### src/hw/rtl/sprite_quad_expander_macros.svh
// Assertion macros for the sprite quad expander RTL.
`ifndef SPRITE_QUAD_EXPANDER_MACROS_SVH
`define SPRITE_QUAD_EXPANDER_MACROS_SVH

// Same-cycle implication on clk_i, off while rst_ni is low.
`define SQE_ASSERT_NOW(lbl, ante, cons, msg) \
  lbl: assert property (@(posedge clk_i) disable iff (!rst_ni) (ante) |-> (cons)) \
    else $error(msg);

// Next-cycle implication on clk_i, off while rst_ni is low.
`define SQE_ASSERT_NEXT(lbl, ante, cons, msg) \
  lbl: assert property (@(posedge clk_i) disable iff (!rst_ni) (ante) |=> (cons)) \
    else $error(msg);

`endif

### src/hw/rtl/sqe_pkg.sv
// Shared constants, command/status types and tables of the sprite quad expander.
`timescale 1ns / 1ps
package sqe_pkg;

  localparam int unsigned MAX_SPRITES = 16384;
  localparam int unsigned CNT_W       = 15;
  localparam int unsigned VIDX_W      = 16;
  localparam int unsigned STEP_W      = 5;
  localparam int unsigned CFG_IDX_W   = 3;
  localparam int unsigned CFG_DATA_W  = 48;

  // Register indexes
  localparam logic [CFG_IDX_W-1:0] CFG_BASIS_MODE  = 3'd0;
  localparam logic [CFG_IDX_W-1:0] CFG_AUTO_FLUSH  = 3'd1;
  localparam logic [CFG_IDX_W-1:0] CFG_MAX_SPRITES = 3'd2;
  localparam logic [CFG_IDX_W-1:0] CFG_BASIS_RIGHT = 3'd3;
  localparam logic [CFG_IDX_W-1:0] CFG_BASIS_UP    = 3'd4;

  localparam logic [CNT_W-1:0]      RST_MAX_SPRITES = 15'd16384;
  localparam logic [CFG_DATA_W-1:0] RST_BASIS_RIGHT = 48'd16384;
  localparam logic [CFG_DATA_W-1:0] RST_BASIS_UP    = 48'd1073741824;

  localparam logic signed [33:0] ONE_Q30     = 34'sd1073741824;
  localparam logic signed [33:0] HALF_TURN   = 34'sd2147483648;
  localparam logic signed [33:0] CORDIC_GAIN = 34'sd652032874;

  // Flush marker codes
  localparam logic [1:0] MARK_NONE = 2'd0;
  localparam logic [1:0] MARK_PRE  = 2'd1;
  localparam logic [1:0] MARK_POST = 2'd2;

  // Datapath operations
  localparam logic [3:0] OP_IDLE     = 4'd0;
  localparam logic [3:0] OP_LOAD     = 4'd1;
  localparam logic [3:0] OP_SQ       = 4'd2;
  localparam logic [3:0] OP_SQRT     = 4'd3;
  localparam logic [3:0] OP_DIV_GO   = 4'd4;
  localparam logic [3:0] OP_DIV_WAIT = 4'd5;
  localparam logic [3:0] OP_BASE     = 4'd6;
  localparam logic [3:0] OP_CORDIC   = 4'd7;
  localparam logic [3:0] OP_ROT      = 4'd8;
  localparam logic [3:0] OP_CORN     = 4'd9;
  localparam logic [3:0] OP_EMIT     = 4'd10;
  localparam logic [3:0] OP_DROP     = 4'd11;

  typedef struct packed {
    logic [3:0]        op;
    logic [STEP_W-1:0] step;
    logic              vsel;
    logic [VIDX_W-1:0] base;
    logic [1:0]        pre_mark;
    logic [1:0]        post_mark;
  } sqe_cmd_t;

  typedef struct packed {
    logic div_done;
    logic rot_zero;
    logic out_free;
  } sqe_stat_t;

  // CORDIC arctangent table, 2^32 units per turn
  function automatic logic signed [33:0] atan_val(input logic [3:0] i);
    logic signed [33:0] a;
    case (i)
      4'd0:    a = 34'sh020000000;
      4'd1:    a = 34'sh012E4051E;
      4'd2:    a = 34'sh009FB385B;
      4'd3:    a = 34'sh0051111D4;
      4'd4:    a = 34'sh0028B0D43;
      4'd5:    a = 34'sh00145D7E1;
      4'd6:    a = 34'sh000A2F61E;
      4'd7:    a = 34'sh000517C55;
      4'd8:    a = 34'sh00028BE53;
      4'd9:    a = 34'sh000145F2F;
      4'd10:   a = 34'sh0000A2F98;
      4'd11:   a = 34'sh0000517CC;
      4'd12:   a = 34'sh000028BE6;
      4'd13:   a = 34'sh0000145F3;
      4'd14:   a = 34'sh00000A2FA;
      default: a = 34'sh00000517D;
    endcase
    return a;
  endfunction

endpackage

### src/hw/rtl/sqe_ctrl.sv
// Controller: sprite sequencing, batch count and normalized-basis bookkeeping.
`timescale 1ns / 1ps
`include "sprite_quad_expander_macros.svh"
module sqe_ctrl (
  input  logic                        clk_i,
  input  logic                        rst_ni,
  input  logic                        in_valid_i,
  output logic                        in_stall_o,
  input  logic                        basis_mode_i,
  input  logic                        auto_flush_i,
  input  logic [sqe_pkg::CNT_W-1:0]   max_sprites_i,
  input  logic                        basis_wr_i,
  input  sqe_pkg::sqe_stat_t          stat_i,
  output sqe_pkg::sqe_cmd_t           cmd_o
);

  localparam logic [3:0] S_IDLE   = 4'd0;
  localparam logic [3:0] S_SQ     = 4'd1;
  localparam logic [3:0] S_SQRT   = 4'd2;
  localparam logic [3:0] S_DIVGO  = 4'd3;
  localparam logic [3:0] S_DIVW   = 4'd4;
  localparam logic [3:0] S_BASE   = 4'd5;
  localparam logic [3:0] S_CORDIC = 4'd6;
  localparam logic [3:0] S_ROT    = 4'd7;
  localparam logic [3:0] S_CORN   = 4'd8;
  localparam logic [3:0] S_EMIT   = 4'd9;
  localparam logic [3:0] S_DROP   = 4'd10;

  localparam logic [sqe_pkg::CNT_W-1:0] CAP_MAX = sqe_pkg::CNT_W'(sqe_pkg::MAX_SPRITES);

  logic [3:0]                  state_q, state_d;
  logic [sqe_pkg::STEP_W-1:0]  step_q, step_d;
  logic                        vsel_q, vsel_d;
  logic [sqe_pkg::CNT_W-1:0]   count_q, count_d;
  logic                        norm_ok_q, norm_ok_d;
  logic [sqe_pkg::VIDX_W-1:0]  base_q, base_d;
  logic [1:0]                  pre_q, pre_d;
  logic [1:0]                  post_q, post_d;

  logic [sqe_pkg::CNT_W-1:0]   cap;
  logic                        full;
  logic                        drop;
  logic [sqe_pkg::CNT_W-1:0]   cnt_eff;
  logic [sqe_pkg::CNT_W-1:0]   cnt_inc;

  // Batch bookkeeping for the sprite at the input
  always_comb begin
    if (max_sprites_i == '0)         cap = sqe_pkg::CNT_W'(1);
    else if (max_sprites_i > CAP_MAX) cap = CAP_MAX;
    else                              cap = max_sprites_i;
    full    = count_q >= cap;
    drop    = full && !(auto_flush_i && (count_q != '0));
    cnt_eff = full ? '0 : count_q;
    cnt_inc = cnt_eff + sqe_pkg::CNT_W'(1);
  end

  always_comb begin
    state_d   = state_q;
    step_d    = step_q;
    vsel_d    = vsel_q;
    count_d   = count_q;
    norm_ok_d = norm_ok_q;
    base_d    = base_q;
    pre_d     = pre_q;
    post_d    = post_q;
    unique case (state_q)
      S_IDLE: begin
        if (in_valid_i) begin
          if (drop) begin
            state_d = S_DROP;
          end else begin
            base_d = {cnt_eff[13:0], 2'b00};
            pre_d  = full ? sqe_pkg::MARK_PRE : sqe_pkg::MARK_NONE;
            if (auto_flush_i && (cnt_inc >= cap)) begin
              count_d = '0;
              post_d  = sqe_pkg::MARK_POST;
            end else begin
              count_d = cnt_inc;
              post_d  = sqe_pkg::MARK_NONE;
            end
            step_d  = '0;
            vsel_d  = 1'b0;
            state_d = (!basis_mode_i && !norm_ok_q) ? S_SQ : S_BASE;
          end
        end
      end
      S_SQ: begin
        step_d = step_q + 5'd1;
        if (step_q == 5'd3) begin
          step_d  = '0;
          state_d = S_SQRT;
        end
      end
      S_SQRT: begin
        step_d = step_q + 5'd1;
        if (step_q == 5'd15) begin
          step_d  = '0;
          state_d = S_DIVGO;
        end
      end
      S_DIVGO: state_d = S_DIVW;
      S_DIVW: begin
        if (stat_i.div_done) begin
          if (step_q == 5'd2) begin
            step_d = '0;
            if (!vsel_q) begin
              vsel_d  = 1'b1;
              state_d = S_SQ;
            end else begin
              norm_ok_d = 1'b1;
              state_d   = S_BASE;
            end
          end else begin
            step_d  = step_q + 5'd1;
            state_d = S_DIVGO;
          end
        end
      end
      S_BASE: begin
        step_d  = '0;
        state_d = stat_i.rot_zero ? S_CORN : S_CORDIC;
      end
      S_CORDIC: begin
        step_d = step_q + 5'd1;
        if (step_q == 5'd15) begin
          step_d  = '0;
          state_d = S_ROT;
        end
      end
      S_ROT: begin
        step_d = step_q + 5'd1;
        if (step_q == 5'd12) begin
          step_d  = '0;
          state_d = S_CORN;
        end
      end
      S_CORN: begin
        step_d = step_q + 5'd1;
        if (step_q == 5'd6) begin
          step_d  = '0;
          state_d = S_EMIT;
        end
      end
      S_EMIT: begin
        if (stat_i.out_free) begin
          step_d = step_q + 5'd1;
          if (step_q == 5'd3) begin
            step_d  = '0;
            state_d = S_IDLE;
          end
        end
      end
      S_DROP: begin
        if (stat_i.out_free) state_d = S_IDLE;
      end
      default: state_d = S_IDLE;
    endcase
    // A new camera basis invalidates the cached unit axes
    if (basis_wr_i) norm_ok_d = 1'b0;
  end

  always_comb begin
    unique case (state_q)
      S_IDLE:   cmd_o.op = in_valid_i ? sqe_pkg::OP_LOAD : sqe_pkg::OP_IDLE;
      S_SQ:     cmd_o.op = sqe_pkg::OP_SQ;
      S_SQRT:   cmd_o.op = sqe_pkg::OP_SQRT;
      S_DIVGO:  cmd_o.op = sqe_pkg::OP_DIV_GO;
      S_DIVW:   cmd_o.op = sqe_pkg::OP_DIV_WAIT;
      S_BASE:   cmd_o.op = sqe_pkg::OP_BASE;
      S_CORDIC: cmd_o.op = sqe_pkg::OP_CORDIC;
      S_ROT:    cmd_o.op = sqe_pkg::OP_ROT;
      S_CORN:   cmd_o.op = sqe_pkg::OP_CORN;
      S_EMIT:   cmd_o.op = sqe_pkg::OP_EMIT;
      S_DROP:   cmd_o.op = sqe_pkg::OP_DROP;
      default:  cmd_o.op = sqe_pkg::OP_IDLE;
    endcase
    cmd_o.step      = step_q;
    cmd_o.vsel      = vsel_q;
    cmd_o.base      = base_q;
    cmd_o.pre_mark  = pre_q;
    cmd_o.post_mark = post_q;
  end

  assign in_stall_o = (state_q != S_IDLE);

  always_ff @(posedge clk_i or negedge rst_ni) begin
    if (!rst_ni) begin
      state_q   <= S_IDLE;
      step_q    <= '0;
      vsel_q    <= 1'b0;
      count_q   <= '0;
      norm_ok_q <= 1'b0;
      base_q    <= '0;
      pre_q     <= sqe_pkg::MARK_NONE;
      post_q    <= sqe_pkg::MARK_NONE;
    end else begin
      state_q   <= state_d;
      step_q    <= step_d;
      vsel_q    <= vsel_d;
      count_q   <= count_d;
      norm_ok_q <= norm_ok_d;
      base_q    <= base_d;
      pre_q     <= pre_d;
      post_q    <= post_d;
    end
  end

  `SQE_ASSERT_NOW(a_count_bound, 1'b1, count_q <= CAP_MAX, "sprite count above batch limit")
  `SQE_ASSERT_NEXT(a_drop_path, (state_q == S_IDLE) && in_valid_i && drop, state_q == S_DROP, "full batch sprite not dropped")
  `SQE_ASSERT_NEXT(a_emit_end, (state_q == S_EMIT) && stat_i.out_free && (step_q == 5'd3), state_q == S_IDLE, "sprite did not end after four vertices")

endmodule

### config.mk
export PLATFORM = sky130hd
export DESIGN_NAME = sqe_ctrl
export DESIGN_NICKNAME = d
export VERILOG_FILES = /design/src/hw/rtl/sqe_pkg.sv /design/src/hw/rtl/sqe_ctrl.sv
export VERILOG_INCLUDE_DIRS = /design/src /design/src/hw/rtl
export SDC_FILE = /design/constraint.sdc
export NUM_CORES = 1
export LEC_CHECK = 0
export BUFFER_PORTS_ARGS = -buffer_cell sky130_fd_sc_hd__clkbuf_2
export CAP_MARGIN = 10
export CORE_MARGIN = 4
export CORE_UTILIZATION = 35
export CTS_BUF_LIST = sky130_fd_sc_hd__clkbuf_8 sky130_fd_sc_hd__clkbuf_16
export CTS_CLUSTER_SIZE = 30
export DETAILED_ROUTE_END_ITERATION = 12
export GPL_TIMING_DRIVEN = 1
export PLACE_DENSITY = 0.63
export SETUP_SLACK_MARGIN = 0.02
export SYNTH_ARGS = -nofsm -noshare
export SYNTH_HDL_FRONTEND = slang
export SYNTH_SLANG_ARGS = --single-unit
### constraint.sdc
create_clock -name clk_i -period 6 [get_ports clk_i]
set_input_delay 0.6 -clock clk_i [delete_from_list [all_inputs] [get_ports clk_i]]
set_output_delay 0.6 -clock clk_i [all_outputs]
set_load 0.01 [all_outputs]
Word-level counts from Yosys, hierarchy flattened
Cells that the tools add are included.
W data, S select, Z words.
Word-level totals
  bits in registers: 44
  bits of input ports: 24
  output and inout bits: 31
  word-level logic and storage cells: 108
Operators by class
  add/subtract/negate cells: 2
  $lt $le $gt $ge: 3
  equality and inequality tests: 27
  multiplexer cells: 44
  bitwise gates (word level): 1
  reductions and logical operators: 23
Operators by type and width (count)
  $pmux W4 S11: 2
  $mux W15: 4
  $mux W4: 13
  $mux W5: 9
  $pmux W5 S8: 1
  $ge A15 B15 Y1: 2
  $ne A2 B2 Y1 const B: 12
  $eq A4 B3 Y1 const B: 4
  $add A15 B1 Y15 const B: 1
  $gt A15 B15 Y1 const B: 1
  $logic_not A15 Y1: 1
  $reduce_bool A15 Y1: 1
  $eq A4 B4 Y1 const B: 3
  $mux W1: 11
  $eq A5 B2 Y1 const B: 2
  $eq A5 B4 Y1 const B: 2
  $reduce_and A10 Y1: 1
  $reduce_and A5 Y1: 2
  $reduce_bool A2 Y1: 5
  $eq A4 B2 Y1 const B: 2
  $reduce_bool A8 Y1: 1
  $mux W3: 2
  $add A5 B1 Y5 const B: 1
  $eq A5 B3 Y1 const B: 1
  other kinds (11): 16

Logic depth before layout (Yosys ltp)
Gate-level depths: netlist (run 1).
  word-level depth: 9
  mapped depth: 26
  gate-level depth less buffers: 25

Least setup slack after synthesis (run 1)
OpenSTA, ideal clock, no wires.
  kind: input to register
  from: input max_sprites_i[9] (netlist bit)
  to: register count_q[6] (netlist bit)
  library setup time: 0.083 ns
  data arrival time: 4.898 ns
  required time: 5.917 ns
  path slack: 1.019 ns
  stages: 25
  path buffers: 1
  path through: nor4_1 nand4_1 nand2_1 nand2_1 ha_1 a21oi_1 o21ai_0 a21oi_1 o31a_1 nand2_1 inv_1 ha_1 nand3_1 or4_4 nand2b_1 a21oi_1 ha_1 and4_4 a41oi_1 o21ai_0 a22o_1 nor3_1 buf_2 a21oi_1 o22ai_1
Between the ends
  cells in the longest elaborated chain, start to end: 9
  elaborated cells on any way between the ends: 13
  those cells by class: 1 x add/sub; 3 x order compare; 4 x mux; 1 x bitwise; 4 x reduce/logical
RTL lines
  from (decl): RTL line sqe_ctrl.sv:11  | input logic [sqe_pkg::CNT_W-1:0] max_sprites_i,
  $gt A15 B15 Y1: RTL line sqe_ctrl.sv:49  | else if (max_sprites_i > CAP_MAX) cap = CAP_MAX;
  $mux W15: RTL line sqe_ctrl.sv:49
  $mux W15 *: RTL line sqe_ctrl.sv:48  | if (max_sprites_i == '0) cap = sqe_pkg::CNT_W'(1);
  $ge A15 B15 Y1 *: RTL line sqe_ctrl.sv:51  | full = count_q >= cap;
  $mux W15 *: RTL line sqe_ctrl.sv:53  | cnt_eff = full ? '0 : count_q;
  via cnt_eff, one bit: RTL line sqe_ctrl.sv:43  | logic [sqe_pkg::CNT_W-1:0] cnt_eff;
  $add A15 B1 Y15 *: RTL line sqe_ctrl.sv:54  | cnt_inc = cnt_eff + sqe_pkg::CNT_W'(1);
  $ge A15 B15 Y1: RTL line sqe_ctrl.sv:74  | if (auto_flush_i && (cnt_inc >= cap)) begin
  $logic_and A1 B1 Y1: RTL line sqe_ctrl.sv:74
  $mux W15 *: RTL line sqe_ctrl.sv:74
  to (signal assigned): RTL line sqe_ctrl.sv:200  | count_q <= count_d;
  to (decl): RTL line sqe_ctrl.sv:34  | logic [sqe_pkg::CNT_W-1:0] count_q, count_d;
Mark *: on every way through the listed nets, which the timed path passes. The rest lies on a longest branch.
A chain may end at the register's enable or synchronous reset.

Final worst setup path (run 1)
  from: input max_sprites_i[9] (netlist bit)
  to: register count_q[3] (netlist bit)
Same word-level chain as after synthesis.

==> run_results.csv, run 1 <==
group,metric,value,unit
worst_hold_path,worstHoldStart,"basis_wr_i",
detailed_routing,wire_per_inst,15.56,µm
floorplanning,start_util,0.3638,
yosys,synth-edff-count,0,
sta,relSlewSlack,0.2873,
global_route,grt_pass1_vias,2973,
yosys,yosysSeqAreaShare,0.3097,
floorplanning,die_h,106.5,µm
detailed_routing,routed_wl,8903,µm
clock_network,clk_latency,0.29,ns
sta,final-hold-violation-count,0,
worst_setup_path,path_class,"input port to register",
clock_network,cts_tree,"done",
sta,setup_tns,0,ns
worst_setup_path,critPathSlowestCell,"or4_4",
sta,setup_violations,0,
floorplanning,core-area,9328,µm²
sta,fmaxAchievable,0.1822,GHz
worst_setup_path,required,6.20,ns
detailed_routing,first_pass_iters,4,
worst_setup_path,cp_max_fo,9,
detailed_routing,viasPerCell,5.537,
global_route,grt_overflow,0,
worst_setup_path,critical-path-top-delay-family,"simple AND/OR/NAND/NOR gates",
clock_network,cts_buffers,5,
floorplanning,dieArea,11330,µm²
worst_setup_path,startpoint_type,"input port",
global_route,grt_start_max_net_pins,43,
yosys,ys_types,64,
worst_setup_path,arrival,5.69,ns
finish,antenna_cells,0,
sta,fin_crit,5.490,ns
clock_network,cts_buffer_depth,2,
detailed_routing,drc,0,
sta,finalCritPeriodShare,0.9149,
global_route,grt_usage,0.1580,
finish,nets,502,
yosys,ys_ff_latch,42,
yosys,synth_async_sr_flop_share,1.000,
finish,area_growth,11.98,%
clock_network,holdBufCountCts,0,
placement,detailed_place_hpwl,6888,µm
clock_network,htree_levels,2,
placement,io_buffer_count,50,
yosys,syn_area_per_cell,8.378,µm²
finish,drive_above_1_share,0.1716,
run_status,status,"complete, no violations",
run,drv_cap,0,
worst_setup_path,endpoint_kind,"register",
sta,tightest_slew,1.069,ns
power,power.total,1.468,mW
clock_network,clock-root-buffer,"clkbuf_8",
worst_setup_path,timing.rr.start,"count_q[2]$_DFFE_PN0P_",
worst_setup_path,crit_buf_inv,2,
sta,drv_slew,0,
finish,final_common_cell,"clkbuf_2",
worst_hold_path,worstHoldPathType,"input port to register",
yosys,syn_area,3393,µm²
clock_network,post_cts_buffers,0,
detailed_routing,postRouteAntennaNets,0,
placement,globalplace.congestion,0.8841,
power,cellPowerDensity,386.4,nW/µm²
yosys,syn_inst,405,
worst_setup_path,crit_path_start,"max_sprites_i[9]",
detailed_routing,vias,3167,
finish,most-common-layout-cells,"clkbuf_2, nand2_1, dfrtp_1",
power,p_leak,1.743,nW
global_route,antenna_found_initial,0,
sta,rsz0062_at_grt,"false",
clock_network,clkSlewWorstSetupHoldPaths,0.08,ns
yosys,synthFlopType,"dfrtp_1",
floorplanning,io-pin-count,55,
clock_network,clock_sink_count,42,
floorplanning,die_w,106.5,µm
detailed_routing,drtIter0Drc,243,
yosys,synth_warnings,0,
global_route,grt_pass1_wl,14740,µm
power,ir_drop,0.0001213,V
floorplanning,row_count,35,
worst_setup_path,max_stage_delay,0.58,ns
sta,fin_skew,0.009104,ns
per-stage QoR:
step           worst slack, ns    util  hold slack, ns  cells  area (µm²)
6_report                0.5103  0.4074          0.4563    572        3800
5_1_grt                0.06246  0.4074          0.4522    572        3800
4_1_cts                 0.3773  0.4068          0.4483    572        3795
3_5_place_dp           0.08650  0.3954          0.4868    564        3689
3_3_place_gp            0.3692  0.3954          0.4766    564        3689
2_1_floorplan            1.019       -          0.3044    408        3405
sequential cells by signal, indices dropped and copies added (netlist names):
name,cells
vsel_q,1
norm_ok_q,1
count_q,15
step_q,5
base_q,14
post_q,1
state_q,4
pre_q,1
report_power, final:
group	switching, mW	leakage (nW)	internal (mW)
registers	0.150	0.527	0.365
logic	0.423	1.16	0.315
clock network	0.0932	0.0607	0.121
layout make-up:
type                            count  area (µm²)
Clock buffer                        5       68.82
Multi-Input combinational cell    315        2115
Clock inverter                      3       37.54
Timing Repair Buffer               53       272.8
Tap cell                          129       161.4
Inverter                           25       93.84
Fill cell                         945        5528
Sequential cell                    42        1051
kinds of logic (layout without fill, tap and decap cells):
kind of cell / count (synthesis) / in the layout / synth area share
other: 1 / 4 / 0.001105
AO/OA/AOI/OAI: 115 / 115 / 0.2249
flip-flops: 42 / 42 / 0.3097
AND/OR/NAND/NOR: 153 / 153 / 0.2412
multiplexers: 1 / 1 / 0.002950
XOR/XNOR: 6 / 6 / 0.01549
buffers and inverters: 51 / 86 / 0.07190
adder cells (fa/ha/maj): 36 / 36 / 0.1327
worst paths after layout:
path	endpoint	slack (ns)	depth (start not counted)
min in group asynchronous	count_q[5]$_DFFE_PN0P_	0.50	1
max in group asynchronous	base_q[10]$_DFFE_PN0P_	4.85	1
hold reg to reg	base_q[10]$_DFFE_PN0P_	0.50	2
setup / recovery	count_q[3]$_DFFE_PN0P_	0.51	25
hold / removal	norm_ok_q$_DFFE_PN0P_	0.46	2
setup reg to reg	count_q[3]$_DFFE_PN0P_	0.95	20
synth_stat cells, drive strengths merged (4+ instances only):
| library cell | count | share of area |
|---|---|---|
| a21oi | 33 | 0.049 |
| a22o | 17 | 0.044 |
| a22oi | 6 | 0.013 |
| and2 | 4 | 0.0074 |
| and3 | 4 | 0.0088 |
| buf | 19 | 0.036 |
| clkbuf | 7 | 0.0081 |
| dfrtp | 42 | 0.31 |
| ha | 36 | 0.13 |
| inv | 24 | 0.027 |
| nand2 | 50 | 0.056 |
| nand2b | 6 | 0.013 |
| nand3 | 18 | 0.027 |
| nand4 | 8 | 0.015 |
| nor2 | 21 | 0.023 |
| nor2b | 4 | 0.0074 |
| nor3 | 9 | 0.016 |
| nor4 | 11 | 0.025 |
| o211ai | 6 | 0.013 |
| o21ai | 26 | 0.038 |
| o31ai | 6 | 0.015 |
| or3 | 4 | 0.0077 |
| xnor2 | 5 | 0.013 |
worst register-to-register path, delay by kind of cell (launching register included):
kind / cells / cell delay (ns)
flops: 1 / 0.59
compound gates: 9 / 1.81
fa+ha+maj: 3 / 0.85
simple gates: 7 / 1.61
buf+inv: 1 / 0.10
repair_timing:
action                                  in CTS  in global routing
endpoints found under the setup margin       0                  9
resized for setup                            0                  2
endpoints found under the hold margin        0                  0
metal layers:
layer,routed length [µm],track usage,vias to the layer above
met5,0,0,-
met4,163,0.05023,0
met3,486,0.01882,15
met2,3966,0.2466,107
met1,4287,0.2275,1497
li1,-,-,1548
Note: power is estimated with default switching activity, not from simulation.
==> run 2, diff against run 1 <==
--- a/config.mk
+++ b/config.mk
@@ -15,6 +15,7 @@
 export DETAILED_ROUTE_END_ITERATION = 12
 export GPL_TIMING_DRIVEN = 1
 export PLACE_DENSITY = 0.63
+export RECOVER_POWER = 100
 export SETUP_SLACK_MARGIN = 0.02
 export SYNTH_ARGS = -nofsm -noshare
 export SYNTH_HDL_FRONTEND = slang
==> run_results.csv, run 2 (synthesis gave the netlist of run 1 again) <==
group,metric,value,unit
finish,antenna_cells,0,
power,p_leak,1.647,nW
finish,largest_register_ffs,15,
global_route,grt_pass1_wl,14740,µm
placement,io_buffer_count,50,
global_route,grt_usage,0.1580,
run,drv_cap,2,
worst_setup_path,max_stage_delay,0.58,ns
floorplanning,die_h,106.5,µm
sta,fin_crit,5.541,ns
finish,nets,502,
clock_network,clock-root-buffer,"clkbuf_8",
detailed_routing,postRouteAntennaNets,0,
sta,relSlewSlack,-0.5410,
sta,finalCritPeriodShare,0.9235,
detailed_routing,wire_per_inst,15.60,µm
detailed_routing,routed_wl,8925,µm
placement,detailed_place_hpwl,6888,µm
global_route,antenna_found_initial,0,
finish,final_common_cell,"nand2_1",
worst_setup_path,worst_path_most_repeated_cell,"a21oi_1",
clock_network,holdBufCountCts,0,
worst_setup_path,critical-path-top-delay-family,"simple AND/OR/NAND/NOR gates",
sta,setup_violations,0,
floorplanning,row_count,35,
clock_network,cts_tree,"done",
detailed_routing,viasPerCell,5.512,
sta,fin_skew,0.008795,ns
placement,post_dp_cell_area,3689,µm²
sta,setup_tns,0,ns
worst_setup_path,critPathSlowestCell,"or4_4",
clock_network,post_cts_buffers,0,
power,cellPowerDensity,385.2,nW/µm²
finish,drive_above_1_share,0.1038,
floorplanning,start_util,0.3638,
finish,fin_area,3744,µm²
detailed_routing,drc,0,
run_status,status,"finished with violations",
floorplanning,io-pin-count,55,
sta,rsz0062_at_grt,"false",
detailed_routing,vias,3153,
worst_setup_path,startpoint_type,"input port",
worst_setup_path,path_class,"input port to register",
sta,fmaxAchievable,0.1805,GHz
sta,final-hold-violation-count,0,
clock_network,cts_buffers,5,
finish,regMostFlops,"count_q",
sta,tightest_slew,2.312,ns
floorplanning,dieArea,11330,µm²
finish,area_growth,10.32,%
detailed_routing,first_pass_iters,4,
floorplanning,die_w,106.5,µm
detailed_routing,drtIter0Drc,304,
worst_setup_path,endpoint_kind,"register",
finish,fillers,961,
worst_setup_path,required,6.21,ns
sta,drv_slew,80,
finish,most-common-layout-cells,"nand2_1, dfrtp_1, ha_1",
run_status,failed_checks,"max-capacitance violations, max-slew violations",
clock_network,clk_latency,0.29,ns
worst_setup_path,crit_buf_inv,3,
worst_hold_path,worstHoldPathType,"input port to register",
worst_setup_path,arrival,5.75,ns
finish,reg_top3,"count_q x15, base_q x14, step_q x5",
clock_network,cts_buffer_depth,2,
clock_network,htree_levels,2,
clock_network,clock_sink_count,42,
floorplanning,core-area,9328,µm²
global_route,grt_pass1_vias,2973,
placement,globalplace.congestion,0.8841,
global_route,grt_start_max_net_pins,43,
worst_setup_path,cp_max_fo,11,
global_route,grt_overflow,0,
clock_network,clkSlewWorstSetupHoldPaths,0.08,ns
power,ir_drop,0.0001172,V
==> run 2: cell types whose count changed in the layout (fill, tap and decap cells not counted), sizes merged <==
cell,delta
clkbuf,+2
buf,-2
==> run 2: worst paths after layout <==
path	depth (start not counted)	start	slack, ns	to
max in group asynchronous	1	rst_ni	3.69	count_q[14]$_DFFE_PN0P_
min reg2reg	2	base_q[9]$_DFFE_PN0P_	0.50	base_q[9]$_DFFE_PN0P_
max reg2reg	21	count_q[2]$_DFFE_PN0P_	0.88	count_q[9]$_DFFE_PN0P_
min	2	basis_wr_i	0.46	norm_ok_q$_DFFE_PN0P_
max	26	max_sprites_i[9]	0.46	count_q[9]$_DFFE_PN0P_
min in group asynchronous	1	rst_ni	1.00	count_q[4]$_DFFE_PN0P_
==> run 2: routing by layer <==
layer,routed length [µm],share of wire,global-route usage,vias up
li1,-,-,-,1552
met1,4423,0.50,0.2275,1501
met2,3946,0.44,0.2466,85
met3,391,0.044,0.01882,15
met4,163,0.018,0.05023,0
met5,0,0,0,-
==> run 2: metrics by stage <==
stage	hold slack [ns]	utilization	power, mW	cells	worst slack, ns
after floorplan	0.3044	-	1.037	408	1.019
after global placement	0.4766	0.3954	1.239	564	0.3692
after detailed placement	0.4868	0.3954	1.257	564	0.08650
after CTS	0.4483	0.4068	1.475	572	0.3773
after global routing	0.4522	0.4013	1.573	572	0.03804
final	0.4560	0.4013	1.442	572	0.4592
==> run 2: worst reg2reg max path, stage by stage (launching register included) <==
cell,delay (ns)
dfrtp_1,0.60
ha_1,0.32
a21oi_1,0.15
o21ai_0,0.12
a21oi_1,0.24
o31a_1,0.25
nand2_1,0.11
inv_1,0.10
ha_1,0.25
nand3_1,0.21
or4_4,0.58
nand2b_1,0.19
a21oi_1,0.19
ha_1,0.30
and4_4,0.16
a41oi_1,0.19
o21ai_0,0.11
a22o_1,0.28
nor3_1,0.18
buf_4,0.22
a21oi_1,0.08
o21ai_0,0.21
==> run 2: what timing repair did <==
item / CTS / global route
hold endpoints to repair: 0 / 0
gates resized for setup: 0 / 2
endpoints found under the setup margin: 0 / 9
==> run 2: cell type report <==
cell class,instances,area [µm²],share of cell area
clock inverters,3,37.54,0.01003
clock buffers,5,68.82,0.01838
multi-input cells,315,2100,0.5608
repair buffers,53,231.5,0.06183
well taps,129,161.4,0.04312
flip-flops and latches,42,1051,0.2807
inverters,25,93.84,0.02507
==> run 2: report_power, final <==
| group | internal, mW | switching (mW) | leakage, nW |
|---|---|---|---|
| sequential | 0.366 | 0.143 | 0.527 |
| combinational | 0.294 | 0.425 | 1.06 |
| clock | 0.121 | 0.0934 | 0.0607 |
